[src/sv/efc_pkg.sv]
`timescale 1ns / 1ps

package efc_pkg;

    localparam int VALUE_W = 32;
    localparam int COUNT_W = 7;
    // value_res and count packed, padded to whole bytes
    localparam int M_DATA_W = ((VALUE_W + COUNT_W + 7) / 8) * 8;

    typedef enum logic [4:0] {
        ST_IDLE    = 5'b00001,
        ST_SCAN    = 5'b00010,
        ST_REP_RD  = 5'b00100,
        ST_REP_LD  = 5'b01000,
        ST_REP_OUT = 5'b10000
    } efc_state_t;

endpackage

[src/sv/element_frequency_counter_unit.sv]
`timescale 1ns / 1ps
// a counted item that is not closing is held in the sequential scan of the distinct-value
// table, one entry read per cycle from the ram, until it matches or is appended;
// a dropped item that is not closing leaves the unit in idle
// one request at a time; the report steps through read, load and hand-over for each
// result, plus any output stall
// reset: aresetn synchronous active low, clears counters, flags and valid; table
// contents are left as they are and are only read below the entry count

module element_frequency_counter_unit
    import efc_pkg::*;
#(
    parameter int MAX_ITEMS = 64
) (
    input  logic                aclk,
    input  logic                aresetn,
    input  logic                s_tvalid,
    output logic                s_tready,
    input  logic [VALUE_W-1:0]  s_tdata,   // [31:0] value
    input  logic                s_tlast,   // last
    output logic                m_tvalid,
    input  logic                m_tready,
    output logic [M_DATA_W-1:0] m_tdata,   // [31:0] value_res, [38:32] count, zero pad
    output logic                m_tlast,   // last_of_run
    output logic                m_tuser    // overflow
);

    localparam int IDX_W = $clog2(MAX_ITEMS);
    localparam int CNT_W = $clog2(MAX_ITEMS + 1);
    localparam int ENT_W = VALUE_W + CNT_W;
    localparam int WIDE_W = (CNT_W > COUNT_W) ? CNT_W : COUNT_W;
    localparam logic [CNT_W-1:0] MAX_CNT = CNT_W'(MAX_ITEMS);

    efc_state_t state_reg, state_next;

    logic [CNT_W-1:0]   entries_reg, entries_next;
    logic [CNT_W-1:0]   seen_reg, seen_next;
    logic               dropped_reg, dropped_next;
    logic [CNT_W-1:0]   idx_reg, idx_next;
    logic               cmp_valid_reg, cmp_valid_next;
    logic [IDX_W-1:0]   cmp_idx_reg, cmp_idx_next;
    logic [VALUE_W-1:0] val_reg, val_next;
    logic               last_reg, last_next;

    logic                m_valid_reg, m_valid_next;
    logic [M_DATA_W-1:0] m_data_reg, m_data_next;
    logic                m_last_reg, m_last_next;
    logic                m_user_reg, m_user_next;

    logic               ram_we;
    logic [IDX_W-1:0]   ram_waddr;
    logic [ENT_W-1:0]   ram_wdata;
    logic               ram_re;
    logic [IDX_W-1:0]   ram_raddr;
    logic [ENT_W-1:0]   ram_rdata;

    logic [VALUE_W-1:0] rd_value;
    logic [CNT_W-1:0]   rd_cnt;
    logic [WIDE_W-1:0]  rd_cnt_wide;
    logic               issue_ok;
    logic               accept_in;

    efc_ram #(
        .WIDTH (ENT_W),
        .DEPTH (MAX_ITEMS)
    ) u_table (
        .aclk  (aclk),
        .we    (ram_we),
        .waddr (ram_waddr),
        .wdata (ram_wdata),
        .re    (ram_re),
        .raddr (ram_raddr),
        .rdata (ram_rdata)
    );

    assign rd_value    = ram_rdata[ENT_W-1:CNT_W];
    assign rd_cnt      = ram_rdata[CNT_W-1:0];
    assign rd_cnt_wide = WIDE_W'(rd_cnt);
    assign issue_ok    = (idx_reg < entries_reg);
    assign s_tready    = (state_reg == ST_IDLE);
    assign accept_in   = s_tvalid && s_tready;

    always_comb begin
        state_next     = state_reg;
        entries_next   = entries_reg;
        seen_next      = seen_reg;
        dropped_next   = dropped_reg;
        idx_next       = idx_reg;
        cmp_valid_next = 1'b0;
        cmp_idx_next   = cmp_idx_reg;
        val_next       = val_reg;
        last_next      = last_reg;
        m_valid_next   = m_valid_reg;
        m_data_next    = m_data_reg;
        m_last_next    = m_last_reg;
        m_user_next    = m_user_reg;
        ram_we         = 1'b0;
        ram_waddr      = entries_reg[IDX_W-1:0];
        ram_wdata      = {val_reg, CNT_W'(1)};
        ram_re         = 1'b0;
        ram_raddr      = idx_reg[IDX_W-1:0];

        case (state_reg)
            ST_IDLE: begin
                if (accept_in) begin
                    val_next  = s_tdata;
                    last_next = s_tlast;
                    idx_next  = '0;
                    if (seen_reg >= MAX_CNT) begin
                        // counted-request limit reached: drop, but a closing request still reports
                        dropped_next = 1'b1;
                        if (s_tlast) begin
                            state_next = ST_REP_RD;
                        end
                    end else begin
                        seen_next  = seen_reg + 1'b1;
                        state_next = ST_SCAN;
                    end
                end
            end
            ST_SCAN: begin
                if (cmp_valid_reg && (rd_value == val_reg)) begin
                    ram_we     = 1'b1;
                    ram_waddr  = cmp_idx_reg;
                    ram_wdata  = {val_reg, rd_cnt + 1'b1};
                    idx_next   = '0;
                    state_next = last_reg ? ST_REP_RD : ST_IDLE;
                end else if (!cmp_valid_reg && !issue_ok) begin
                    // no match anywhere: append a new entry
                    ram_we       = 1'b1;
                    entries_next = entries_reg + 1'b1;
                    idx_next     = '0;
                    state_next   = last_reg ? ST_REP_RD : ST_IDLE;
                end else begin
                    ram_re         = issue_ok;
                    cmp_valid_next = issue_ok;
                    cmp_idx_next   = idx_reg[IDX_W-1:0];
                    idx_next       = issue_ok ? idx_reg + 1'b1 : idx_reg;
                end
            end
            ST_REP_RD: begin
                ram_re     = 1'b1;
                state_next = ST_REP_LD;
            end
            ST_REP_LD: begin
                m_valid_next = 1'b1;
                m_data_next  = M_DATA_W'({rd_cnt_wide[COUNT_W-1:0], rd_value});
                m_last_next  = ((idx_reg + 1'b1) == entries_reg);
                m_user_next  = dropped_reg;
                state_next   = ST_REP_OUT;
            end
            ST_REP_OUT: begin
                if (m_tready) begin
                    m_valid_next = 1'b0;
                    if (m_last_reg) begin
                        entries_next = '0;
                        seen_next    = '0;
                        dropped_next = 1'b0;
                        state_next   = ST_IDLE;
                    end else begin
                        idx_next   = idx_reg + 1'b1;
                        state_next = ST_REP_RD;
                    end
                end
            end
            default: begin
                state_next = ST_IDLE;
            end
        endcase
    end

    always_ff @(posedge aclk) begin
        if (!aresetn) begin
            state_reg     <= ST_IDLE;
            entries_reg   <= '0;
            seen_reg      <= '0;
            dropped_reg   <= 1'b0;
            idx_reg       <= '0;
            cmp_valid_reg <= 1'b0;
            m_valid_reg   <= 1'b0;
        end else begin
            state_reg     <= state_next;
            entries_reg   <= entries_next;
            seen_reg      <= seen_next;
            dropped_reg   <= dropped_next;
            idx_reg       <= idx_next;
            cmp_valid_reg <= cmp_valid_next;
            m_valid_reg   <= m_valid_next;
        end
    end

    always_ff @(posedge aclk) begin
        cmp_idx_reg <= cmp_idx_next;
        val_reg     <= val_next;
        last_reg    <= last_next;
        m_data_reg  <= m_data_next;
        m_last_reg  <= m_last_next;
        m_user_reg  <= m_user_next;
    end

    assign m_tvalid = m_valid_reg;
    assign m_tdata  = m_data_reg;
    assign m_tlast  = m_last_reg;
    assign m_tuser  = m_user_reg;

    // every stored entry was created by a counted request
    a_entries_le_seen: assert property (@(posedge aclk) disable iff (!aresetn)
        entries_reg <= seen_reg && seen_reg <= MAX_CNT)
        else $error("entry count exceeds counted requests");

    // input and output sides never hand over in the same cycle
    a_no_overlap: assert property (@(posedge aclk) disable iff (!aresetn)
        !(s_tready && m_tvalid))
        else $error("input ready while a result is pending");

    // a pending compare always refers to a stored entry
    a_cmp_in_range: assert property (@(posedge aclk) disable iff (!aresetn)
        cmp_valid_reg |-> (CNT_W'(cmp_idx_reg) < entries_reg))
        else $error("compare outside stored entries");

    // the report closes with the table empty and the overflow flag cleared
    a_clear_after_report: assert property (@(posedge aclk) disable iff (!aresetn)
        (m_tvalid && m_tready && m_tlast) |=> (entries_reg == '0 && !dropped_reg))
        else $error("table not cleared after report");

endmodule

[src/sv/efc_ram.sv]
`timescale 1ns / 1ps

module efc_ram #(
    parameter int WIDTH = 32,
    parameter int DEPTH = 64
) (
    input  logic                     aclk,
    input  logic                     we,
    input  logic [$clog2(DEPTH)-1:0] waddr,
    input  logic [WIDTH-1:0]         wdata,
    input  logic                     re,
    input  logic [$clog2(DEPTH)-1:0] raddr,
    output logic [WIDTH-1:0]         rdata
);

    logic [WIDTH-1:0] mem [DEPTH];
    logic [WIDTH-1:0] rdata_reg;

    always_ff @(posedge aclk) begin
        if (we) begin
            mem[waddr] <= wdata;
        end
        if (re) begin
            rdata_reg <= mem[raddr];
        end
    end

    assign rdata = rdata_reg;

endmodule
[config.mk]
export PLATFORM = sky130hd
export DESIGN_NAME = element_frequency_counter_unit
export DESIGN_NICKNAME = d
export VERILOG_FILES = /design/src/sv/efc_pkg.sv /design/src/sv/element_frequency_counter_unit.sv /design/src/sv/efc_ram.sv
export SDC_FILE = /design/constraint.sdc
export NUM_CORES = 2
export LEC_CHECK = 0
export BUFFER_PORTS_ARGS = -buffer_cell sky130_fd_sc_hd__buf_2
export CORE_MARGIN = 2
export CORE_UTILIZATION = 52
export CTS_BUF_LIST = sky130_fd_sc_hd__clkbuf_16
export CTS_CLUSTER_DIAMETER = 80
export DETAILED_ROUTE_END_ITERATION = 7
export PLACE_DENSITY_LB_ADDON = 0.2
export SYNTH_ARGS = -nofsm -noshare
export SYNTH_HDL_FRONTEND = slang
export SYNTH_SLANG_ARGS = --single-unit
[constraint.sdc]
create_clock -name aclk -period 6.5 [get_ports aclk]
set_input_delay 0.975 -clock aclk [delete_from_list [all_inputs] [get_ports aclk]]
set_output_delay 0.975 -clock aclk [all_outputs]
set_load 0.01 [all_outputs]
==> out/results.ini <==
[synthesis]
synth.net_count = 4120
synthDominantCellAreaShare_pct = 77.9
post_synth_inst_count = 4071
ys_dominant_reg_cell = edfxtp_1
synth_edf_count = 2615
yosys-top-cells-area = edfxtp_1 (78%), mux4_2 (18%), dfxtp_1 (0.58%)
netlist-cell-type-count = 55
netlist.top_cell.by_area = edfxtp_1
postSynthRegisterBits = 2644
synth.yosys.seq_area_share_pct = 78.5
synth-warning-count = 0
synth_area_per_cell_um2 = 24.8
synthArstFlopShare_pct = 0
synth.cell_area_um2 = 101000

[timing]
timing_max_transition_violations_final = 0
final_period_minus_worst_setup_slack_ps = 4800
hold_violations = 0
grt_setup_unrepaired = false
crit_share_post_route_pct = 73.8
worstMarginPinSlew_ps = 1230
number_of_setup_violations_in_the_final_report = 0
timing.fmax_mhz = 208
fin_worst_skew_ps = 43.8
final.hold.worst_slack_ps = 385
slew-limit-headroom_pct = 17.7
fin_tns_setup_ps = 0

[hold_path]
holdPathStages = 1
min_to = val_reg[18]
min-delay-start = s_tdata[18]
hp-class = in -> reg

[worst_setup_path]
crit_path_max_fo = 22
cp_data_arrival_time_ps = 5380
reg2reg_from = val_reg[8]
worst_setup_path_start_kind = flip-flop
crit_required_ps = 7080
reg2reg_to = u_table.mem[50][17]
worst-r2r-cell-count = 9
endpoint_kind_of_the_worst_setup_timing_path = flip-flop
timing_worst_setup_path_type = reg -> reg
reg2reg_setup_slack_ps = 1700

[route]
via_per_inst = 6.39
detail_route.drc_violations = 0
first_pass_iters = 5
drtIter0Drc = 6186
postRouteAntennaNets = 0
drt-wirelength-per-cell_um = 35.4
routed_wl_um = 251000
vias = 45369

[power_and_ir_drop]
internal_power_mw = 27.7
net_sw_power_mw = 6.96
p_clk_share_pct = 42.6
vdd.ir_drop.worst_mv = 0.289
leakage_nw = 34.7
power_frac_comb_pct = 2.5
cellPowerDensity_nw_per_um2 = 305
p_seq_share_pct = 54.9
switching_portion_of_total_power_pct = 20.1

[finish]
largest_reg_flops = 2496
final_cell_mix = edfxtp_1 (2615), mux4_2 (807), clkbuf_16 (287), buf_4 (132), buf_2 (79)
area_growth_from_synthesis_to_final_layout_pct = 12.8
leading_cell_type_in_the_layout_fill_and_taps_excluded = edfxtp_1
nNetsFinal = 4430
drive_above_1_share_pct = 32.3

[floorplanning]
boundaryPins = 81
rows = 161
floorplan.initialDensity_pct = 52.3
core_um2 = 193000
floorplan.die.width_um = 444
chipHeight_um = 444
floorplan.die_area_um2 = 197000

[clocking]
clk_path_buf_depth = 4
worst_skew_pair_latency_ps = 930
postCtsHoldBufs = 0
clkSinkCount = 2644
postCtsResizedCells = 0
cts_tree = yes
cts.repair_timing.setup_buffer_count = 0
cts.htree.levels = 5
clockRootBuffer = clkbuf_16
number_of_clock_buffers_inserted_by_tritoncts = 281
cts.reportedPaths.clkPinSlew_ps = 60

[placed_design]
count_of_port_buffers_added_during_placement = 79
gp_congestion = 0.890
place_hpwl_um = 147000

[global_route]
track_usage_pct = 25.7
grt.overflow.total = 0
antenna_found_initial = 28
pin_count_of_the_biggest_net_entering_global_routing = 129
grt_pass1_vias = 45085
grt_pass1_wl_um = 352000

[outcome]
outcome = finished, final reports clean

[flow_run]
max_cap_violations = 0

-- routing by layer --
| layer | wire [um] | vias up | global-route usage (%) | share of wire [%] |
|---|---|---|---|---|
| met3 | 24000 | 352 | 5.74 | 9.5 |
| met5 | 13 | - | 0 | 0.0052 |
| met2 | 124000 | 2148 | 41.1 | 49 |
| met4 | 7350 | 2 | 7.49 | 2.9 |
| li1 | - | 18247 | - | - |
| met1 | 96300 | 24620 | 36.0 | 38 |
-- synth_stat cells, drive strengths merged, types with 9 or more instances --
cell type	instances
ha	12
mux2	15
nand2	52
nand4	18
a21oi	20
nand3	21
dfxtp	29
o21ai	18
buf	110
and3	13
edfxtp	2615
inv	15
xor2	9
nor2	98
clkbuf	90
mux4	807
mux2i	18
xnor2	47
-- worst max path at each step --
stage,startpoint,end,slack (ps),depth (start not counted)
3_5_place_dp,val_reg[8],u_table.mem[50][17],1800,9
4_1_cts,val_reg[8],u_table.mem[50][18],1770,9
6_report,val_reg[8],u_table.mem[50][17],1700,9
5_1_grt,val_reg[8],u_table.mem[50][38],1590,9
3_3_place_gp,val_reg[5],u_table.mem[50][10],1810,9
2_1_floorplan,state_reg[4],m_tdata[0],1360,2
-- power by group through the flow --
stage / registers, mW / logic, mW / clock network (mW)
floorplan: 19.6 / 0.159 / 0
global placement: 19.4 / 0.821 / 0
detailed placement: 19.4 / 0.850 / 0
CTS: 19.0 / 0.849 / 15.0
global route: 19.0 / 0.903 / 15.6
finish: 19.0 / 0.853 / 14.8
-- cell type report --
type / instances / area (um^2)
Timing Repair Buffer: 227 / 1710
Sequential cell: 2644 / 79100
Clock inverter: 180 / 1170
Fill cell: 13365 / 78900
Tap cell: 2526 / 3160
Antenna cell: 4 / 10.0
Clock buffer: 287 / 7180
Inverter: 16 / 60.1
Multi-Input combinational cell: 1211 / 21200
-- worst max-delay path, stage by stage (launching register included) --
cell and delay (ps):
edfxtp_1 410, xnor2_1 240, nand4_1 170, nor4_1 590, and4_1 350, buf_4 280
mux2_2 410, nand2b_1 670, nor2_4 870, buf_4 420
-- through the flow --
stage          total power [mW]  utilization, %  setup slack [ps]  cells  instance area [um^2]
2_1_floorplan              19.8               -              1360   4071                101000
3_3_place_gp               20.2            54.7              1810   6624                105000
3_5_place_dp               20.3            54.7              1800   6624                105000
4_1_cts                    34.9            59.0              1770   7091                114000
5_1_grt                    35.6            59.0              1590   7093                114000
6_report                   34.7            59.0              1700   7095                114000
-- logic make-up (layout without fill, tap and decap cells) --
logic type / after synthesis / in the layout / share of synthesized area [%]
compound gates: 61 / 61 / 0.375
xor+xnor: 56 / 56 / 0.487
fa+ha+maj: 12 / 12 / 0.149
buf+inv: 216 / 710 / 0.989
flops: 2644 / 2644 / 78.5
mux: 840 / 840 / 18.4
other cells: 1 / 5 / 0.00372
simple gates: 241 / 241 / 1.13
Note: power is estimated with default switching activity, not from simulation.
